--- config.mk ---
export PLATFORM = sky130hd
export DESIGN_NAME = bb3_mean
export DESIGN_NICKNAME = d
export VERILOG_FILES = /design/src/rtl/core/bb3_pkg.sv /design/src/rtl/core/bb3_mean.sv
export SDC_FILE = /design/constraint.sdc
export NUM_CORES = 2
export LEC_CHECK = 0
export ABC_AREA = 0
export CAP_MARGIN = 10
export CORE_MARGIN = 3
export CORE_UTILIZATION = 60
export CTS_BUF_LIST = sky130_fd_sc_hd__clkbuf_16
export CTS_CLUSTER_DIAMETER = 100
export DETAILED_ROUTE_END_ITERATION = 8
export DONT_BUFFER_PORTS = 1
export GPL_ROUTABILITY_DRIVEN = 0
export PLACE_DENSITY = 0.76
export SYNTH_ARGS = -nofsm -noshare
export SYNTH_HDL_FRONTEND = slang
export SYNTH_SLANG_ARGS = --single-unit
--- constraint.sdc ---
create_clock -name i_clk -period 12.2 [get_ports i_clk]
set_input_delay 0 -clock i_clk [delete_from_list [all_inputs] [get_ports i_clk]]
set_output_delay 0 -clock i_clk [all_outputs]
set_load 0.005 [all_outputs]
--- src/rtl/core/bb3_pkg.sv ---
package bb3_pkg;

    localparam int CHAN_W     = 16;
    localparam int COORD_W    = 10;
    localparam int CFG_W      = 11;
    localparam int PIX_W      = 3 * CHAN_W;
    localparam int LINE_W     = 2 * PIX_W;
    localparam int COL_SUM_W  = CHAN_W + 2;
    localparam int SUM_W      = CHAN_W + 4;
    localparam int RECIP_W    = 25;
    localparam int PROD_W     = SUM_W + RECIP_W;
    localparam int RECIP_SH   = 24;
    localparam int NUM_JOBS   = 4;
    localparam int CFG_RESET_SIDE = 1024;

    // reciprocals scaled by 2^24, rounded up; exact for sums below 2^20
    localparam logic [RECIP_W-1:0] RECIP_DIV1 = 25'd16777216;
    localparam logic [RECIP_W-1:0] RECIP_DIV2 = 25'd8388608;
    localparam logic [RECIP_W-1:0] RECIP_DIV3 = 25'd5592406;
    localparam logic [RECIP_W-1:0] RECIP_DIV4 = 25'd4194304;
    localparam logic [RECIP_W-1:0] RECIP_DIV6 = 25'd2796203;
    localparam logic [RECIP_W-1:0] RECIP_DIV9 = 25'd1864136;

    typedef logic [CHAN_W-1:0] t_chan;
    // index 0 red, 1 green, 2 blue
    typedef logic [2:0][CHAN_W-1:0] t_pix;
    // [column c-2..c][row r-2..r][channel]
    typedef logic [2:0][2:0][2:0][CHAN_W-1:0] t_window;
    typedef logic [2:0] t_mask;

    typedef struct packed {
        logic [COORD_W-1:0] row;
        logic [COORD_W-1:0] col;
        t_mask              rmask;
        t_mask              cmask;
        logic               done;
    } t_job;

    typedef enum logic [1:0] {
        S_IDLE,
        S_WB,
        S_ISSUE
    } t_state;

    function automatic logic [RECIP_W-1:0] recip_of(input t_mask rm, input t_mask cm);
        logic [1:0] nr;
        logic [1:0] nc;
        logic [3:0] n;
        logic [RECIP_W-1:0] m;
        nr = {1'b0, rm[0]} + {1'b0, rm[1]} + {1'b0, rm[2]};
        nc = {1'b0, cm[0]} + {1'b0, cm[1]} + {1'b0, cm[2]};
        n  = {2'b00, nr} * {2'b00, nc};
        unique case (n)
            4'd2:    m = RECIP_DIV2;
            4'd3:    m = RECIP_DIV3;
            4'd4:    m = RECIP_DIV4;
            4'd6:    m = RECIP_DIV6;
            4'd9:    m = RECIP_DIV9;
            default: m = RECIP_DIV1;
        endcase
        return m;
    endfunction

endpackage

--- src/rtl/core/bb3_mean.sv ---
module bb3_mean (
    input  logic                        i_clk,
    input  logic                        i_rst_n,
    input  logic                        i_issue,
    input  bb3_pkg::t_job               i_job,
    input  bb3_pkg::t_window            i_window,
    input  logic                        i_stall,
    output logic                        o_en,
    output logic                        o_valid,
    output logic [bb3_pkg::COORD_W-1:0] o_row,
    output logic [bb3_pkg::COORD_W-1:0] o_col,
    output bb3_pkg::t_pix               o_pix,
    output logic                        o_done
);

    logic en;

    logic r_v1, r_v2, r_v3, r_vo;
    bb3_pkg::t_job r_job1, r_job2, r_job3, r_jobo;
    logic [2:0][2:0][bb3_pkg::COL_SUM_W-1:0] r_cs1;
    logic [2:0][bb3_pkg::SUM_W-1:0]          r_tot2;
    logic [bb3_pkg::RECIP_W-1:0]             r_recip2;
    logic [2:0][bb3_pkg::PROD_W-1:0]         r_prod3;
    bb3_pkg::t_pix                           r_q;

    logic [2:0][2:0][bb3_pkg::COL_SUM_W-1:0] n_cs1;
    logic [2:0][bb3_pkg::SUM_W-1:0]          n_tot2;
    logic [2:0][bb3_pkg::PROD_W-1:0]         n_prod3;
    bb3_pkg::t_pix                           n_q;

    // whole pipe holds while the output beat is stalled
    assign en = !(r_vo && i_stall);

    // per column sum of the rows in the clipped neighbourhood
    always_comb begin
        for (int j = 0; j < 3; j++) begin
            for (int ch = 0; ch < 3; ch++) begin
                n_cs1[j][ch] = '0;
                for (int i = 0; i < 3; i++) begin
                    if (i_job.rmask[i]) begin
                        n_cs1[j][ch] = n_cs1[j][ch]
                            + bb3_pkg::COL_SUM_W'(i_window[j][i][ch]);
                    end
                end
            end
        end
    end

    always_comb begin
        for (int ch = 0; ch < 3; ch++) begin
            n_tot2[ch] = '0;
            for (int j = 0; j < 3; j++) begin
                if (r_job1.cmask[j]) begin
                    n_tot2[ch] = n_tot2[ch] + bb3_pkg::SUM_W'(r_cs1[j][ch]);
                end
            end
        end
    end

    always_comb begin
        for (int ch = 0; ch < 3; ch++) begin
            n_prod3[ch] = bb3_pkg::PROD_W'(r_tot2[ch]) * bb3_pkg::PROD_W'(r_recip2);
            n_q[ch] = r_prod3[ch][bb3_pkg::RECIP_SH +: bb3_pkg::CHAN_W];
        end
    end

    always_ff @(posedge i_clk) begin
        if (!i_rst_n) begin
            r_v1 <= 1'b0;
            r_v2 <= 1'b0;
            r_v3 <= 1'b0;
            r_vo <= 1'b0;
        end else if (en) begin
            r_v1 <= i_issue;
            r_v2 <= r_v1;
            r_v3 <= r_v2;
            r_vo <= r_v3;
        end
    end

    always_ff @(posedge i_clk) begin
        if (en) begin
            r_job1   <= i_job;
            r_cs1    <= n_cs1;
            r_job2   <= r_job1;
            r_tot2   <= n_tot2;
            r_recip2 <= bb3_pkg::recip_of(r_job1.rmask, r_job1.cmask);
            r_job3   <= r_job2;
            r_prod3  <= n_prod3;
            r_jobo   <= r_job3;
            r_q      <= n_q;
        end
    end

    assign o_en    = en;
    assign o_valid = r_vo;
    assign o_row   = r_jobo.row;
    assign o_col   = r_jobo.col;
    assign o_pix   = r_q;
    assign o_done  = r_jobo.done;

endmodule
Yosys cells after proc, flatten, opt, wreduce, memory -nomap -nowiden
Cells that the tools add are included.
{ "op_classes": {"addsub": 28, "mul": 4, "n_eq_ne": 5, "n_mux": 37, "n_reduce_logical": 2} }
{ "ops": {"columns": ["operator", "n"], "rows": [
  ["$mux 18", 21],
  ["$add 18x16->18", 18],
  ["$mux 16", 9],
  ["$pmux 25 s5", 1],
  ["$add 20x18->20", 6],
  ["$mul 20x25->40", 3],
  ["$mux 20", 6],
  ["$eq 4x2->1 const B", 2],
  ["$eq 4x3->1 const B", 2],
  ["$add 1x1->2", 2],
  ["$add 2x1->2", 2],
  ["$eq 4x4->1 const B", 1],
  ["$mul 2x2->4", 1],
  ["$logic_and 1x1->1", 1],
  ["$logic_not 1->1", 1]
]} }
{ "word_totals": {"ff_bits": 509, "input_bits": 463, "output_inout_bits": 71} }

Longest topological paths before layout
{ "depth": {"word_depth": 5, "ltp_mapped": 29, "mapped_depth_nobuf": 26} }

Least setup slack after synthesis
No wires, ideal clock.
{ "synth_timing": {"path_kind": "register -> register", "start": "register r_vo, in the netlist o_valid", "end": "register r_prod3 (netlist bit n_q[0]), enable pin", "setup_ps": 3062, "t_arrival_ps": 7215, "t_required_ps": 9138, "setup_slack_ps": 1923, "stages_incl_launch_ff": 2, "n_path_buf": 0, "period_less_slack_ps": 10277, "path_cell_list": "dfxtp_1 -> nand2_1"} }
{ "synth_via": {"elab_chain_cells": 1} }
{ "synth_lines": {"columns": ["element", "line_no", "rtl"], "rows": [
  ["from (decl)", "bb3_mean.sv:18", "logic r_v1, r_v2, r_v3, r_vo;"],
  ["from (signal assigned)", "bb3_mean.sv:77", "r_vo <= r_v3;"],
  ["$logic_and 1x1->1", "bb3_mean.sv:32", "assign en = !(r_vo && i_stall);"],
  ["to (signal assigned)", "bb3_mean.sv:89", "r_prod3 <= n_prod3;"],
  ["to (decl)", "bb3_mean.sv:23", "logic [2:0][bb3_pkg::PROD_W-1:0] r_prod3;"]
]} }
Every way passes these cells.
A chain may end at the register's enable or synchronous reset.

==> impl_metrics.toml <==
[worst_setup_path]
reg2reg_slack_ps = 3770
cp_max_fo = 41
critPathKind = "flop to flop"
critical_path.startpoint = "r_recip2[19]"
cp_slowest_cell = "edfxtp_1"
path_buf_inv = 6
crit_family = "adder cells"
endpoint = "n_q[14]"
reg2regPathDepth = 26
regToRegEndpoint = "n_q[14]"
crit_path_end_kind = "flop"
critPathLaunchType = "flop"
reg2reg_from = "r_recip2[19]"
arrival_ps = 8810
critical-path-max-stage-delay_ps = 870
path_depth = 26
required_ps = 12590
crit_path_frequent_cell = "fa_1"

[yosys]
synth_compound_area_frac = 0.107
yosys_warnings = 0
syn-cell-area_sq_mm = 0.0679
async_reset_ff_frac = 0
seq_area_frac_synth = 0.185
synthAdderAreaFrac = 0.419
synth_area_per_cell_sq_um = 9.64
yosys.area_share.simple = 0.115
synth_cells = 7037
synth_edf_count = 416
synth_cell_type_count = 80
syn-num-nets = 9226
synth_xor_area_frac = 0.0549
synth_top_family_by_area = "adder cells"
synth_mux_area_frac = 0.0352
yosys_most_used_dff = "edfxtp_1"
ys_ff_latch = 420

[cts]
post_cts_buffers = 0
insertion_delay_ps = 680
cts_hold_buf = 395
clk_pin_slew_ps = 60
htreeDepth = 2
root_buffer = "clkbuf_16"
clockBufferDepth = 3
cts.sinks = 420
numCtsBuffers = 48
cts_tree = "yes"
cts_resized = 0

[global_routing]
grt_pass1_vias = 54900
grt_overflow = 0
grt_max_degree = 200
grt_pass1_wl_microns = 295000
antenna_found_initial = 26
grtUsageTotal = 0.321

[floorplanning]
std_cell_rows = 122
initial_core_util = 0.609
fp.dieW_microns = 342
ios = 534
core_sq_mm = 0.111
dieHeight_microns = 342
dieArea_sq_mm = 0.117

[sta]
tns_ps = 0
max_freq_mhz = 119
report.final.slew_viol_count = 0
rsz0062_at_grt = "false"
setup_viol = 0
tightest_slew_ps = 1090
slew_headroom = 0.272
fin_crit_sh = 0.691
hold_viol = 0
hold_ws_ps = 28.1
skew_ps = 78.9
period_needed_ps = 8430

[route]
avgViaCountPerCell = 5.90
drc_errors = 0
first_pass_iters = 6
wl_per_cell_microns = 21.0
detail-route-antenna-nets = 0
first_iter_violations = 4144
routed_wl_microns = 187000
vias = 52400

[placed_design]
place_hpwl_microns = 150000
numPortBuffers = 0

[power_and_ir_drop]
ir_drop_mv = 0.232
power-per-cell-area_mw_per_mm2 = 215
leakagePower_uw = 0.0378

[job]
drv_cap = 0

[run_status]
status = "complete, no violations"

[finish]
nNetsFinal = 9531
area_delta_synth_final_pct = 10.5
drive_gt1_frac = 0.0469

[hold_path]
hold_path.class = "primary input to flop"
[flip-flops by register name (all words and copies together), names as in the netlist, 8 cells and up]
register and cells:
o_row 10, r_job2 21, r_cs1 162, n_q 48
o_pix 48, r_recip2 8, o_col 10, r_job3 21
r_tot2 60, r_job1 27
[power by group]
| group | switching [uW] | leakage [uW] | total [uW] | internal, uW |
|---|---|---|---|---|
| registers | 486 | 0.00452 | 2850 | 2360 |
| logic | 6640 | 0.0325 | 11800 | 5180 |
| clock network | 652 | 0.000801 | 1470 | 820 |
| total | 7780 | 0.0378 | 16100 | 8360 |
[worst min path at each step]
stage,start,end,slack [ps],cells past startpoint
after global placement,i_job[25],r_job1[25],100,0
after floorplan,i_job[0],r_job1[0],100,0
after CTS,i_window[388],r_cs1[113],1,4
after detailed placement,i_job[25],r_job1[25],100,0
after global routing,i_window[389],r_cs1[113],40,4
final,i_window[184],r_cs1[98],30,3
[logic make-up after synthesis]
kind of cell | count (synthesis)
AO/OA/AOI/OAI | 1119
buffers and inverters | 1512
multiplexers | 215
AND/OR/NAND/NOR | 1620
flip-flops | 420
adder cells (fa/ha/maj) | 1726
XOR/XNOR | 425
[tightest hold or removal path, cell delays in order]
cell and delay [ps]:
nand2_1 50, o21ai_0 300, mux2_2 190
[cells in the final DEF, fill, tap and decap left out, types with 33 or more instances in the layout]
cell type,instances
a211oi_1,46
a21o_1,133
a21oi_1,353
a31oi_1,45
and2_1,341
clkbuf_16,48
dlygate4sd3_1,391
edfxtp_1,416
fa_1,912
ha_1,814
inv_1,1353
mux2_2,189
nand2_1,607
nand3_1,77
nor2_1,268
nor2b_1,33
nor3_1,99
o21a_1,38
o21ai_0,214
o21bai_1,51
or3_1,39
xnor2_1,287
xor2_1,138
[synthesized netlist by cell type, types with 15 or more instances]
| cell | number | share of area |
|---|---|---|
| o211ai_1 | 25 | 0.0028 |
| nor2_1 | 268 | 0.015 |
| a211o_1 | 17 | 0.0022 |
| xnor2_1 | 287 | 0.037 |
| nand4_1 | 27 | 0.0025 |
| a31o_2 | 26 | 0.0034 |
| a41oi_1 | 23 | 0.0030 |
| a31oi_1 | 45 | 0.0041 |
| ha_1 | 814 | 0.15 |
| nor3b_1 | 15 | 0.0017 |
| o21a_1 | 38 | 0.0042 |
| inv_1 | 1350 | 0.075 |
| o21ai_0 | 214 | 0.016 |
| buf_1 | 22 | 0.0012 |
| edfxtp_1 | 416 | 0.18 |
| nor2b_1 | 33 | 0.0030 |
| fa_1 | 912 | 0.27 |
| nor3_1 | 99 | 0.0073 |
| o21bai_1 | 51 | 0.0056 |
| and2_1 | 341 | 0.031 |
| xor2_1 | 138 | 0.018 |
| nand3_1 | 77 | 0.0057 |
| a21oi_1 | 353 | 0.026 |
| and3_1 | 26 | 0.0024 |
| mux2_2 | 189 | 0.031 |
| o31ai_1 | 26 | 0.0029 |
| or3_1 | 39 | 0.0036 |
| a211oi_1 | 46 | 0.0051 |
| a21o_1 | 133 | 0.015 |
| nand2_1 | 608 | 0.034 |
| nand2b_1 | 32 | 0.0030 |
| clkbuf_1 | 133 | 0.0074 |
| mux2i_1 | 25 | 0.0037 |
[per-layer routing]
metal / track usage / vias up / wire, microns
li1: - / 23900 / -
met1: 0.400 / 25600 / 71500
met2: 0.532 / 2428 / 88400
met3: 0.0674 / 579 / 16300
met4: 0.159 / 2 / 10600
met5: 0 / - / 13
[area by class of cell]
cell class	count	area, sq um
multi-input combinational	5105	49600
fill	8403	36500
sequential	420	12600
inverter	1352	5070
timing repair buffer	415	4170
tap	1488	1860
clock buffer	48	1200
clock inverter	41	420
antenna	26	65.1
[per-stage QoR]
step                setup WS, ps  power (uW)   util  std cells  instance area [sq um]
floorplan                   1920       11200      -       7037                  67900
global placement            4110       13700  0.622       8385                  69300
detailed placement          4000       14200  0.622       8385                  69300
CTS                         3910       16100  0.672       8869                  74900
global route                3380       17900  0.673       8892                  75000
finish                      3770       16100  0.673       8895                  75000
Note: power is estimated with default switching activity, not from simulation.
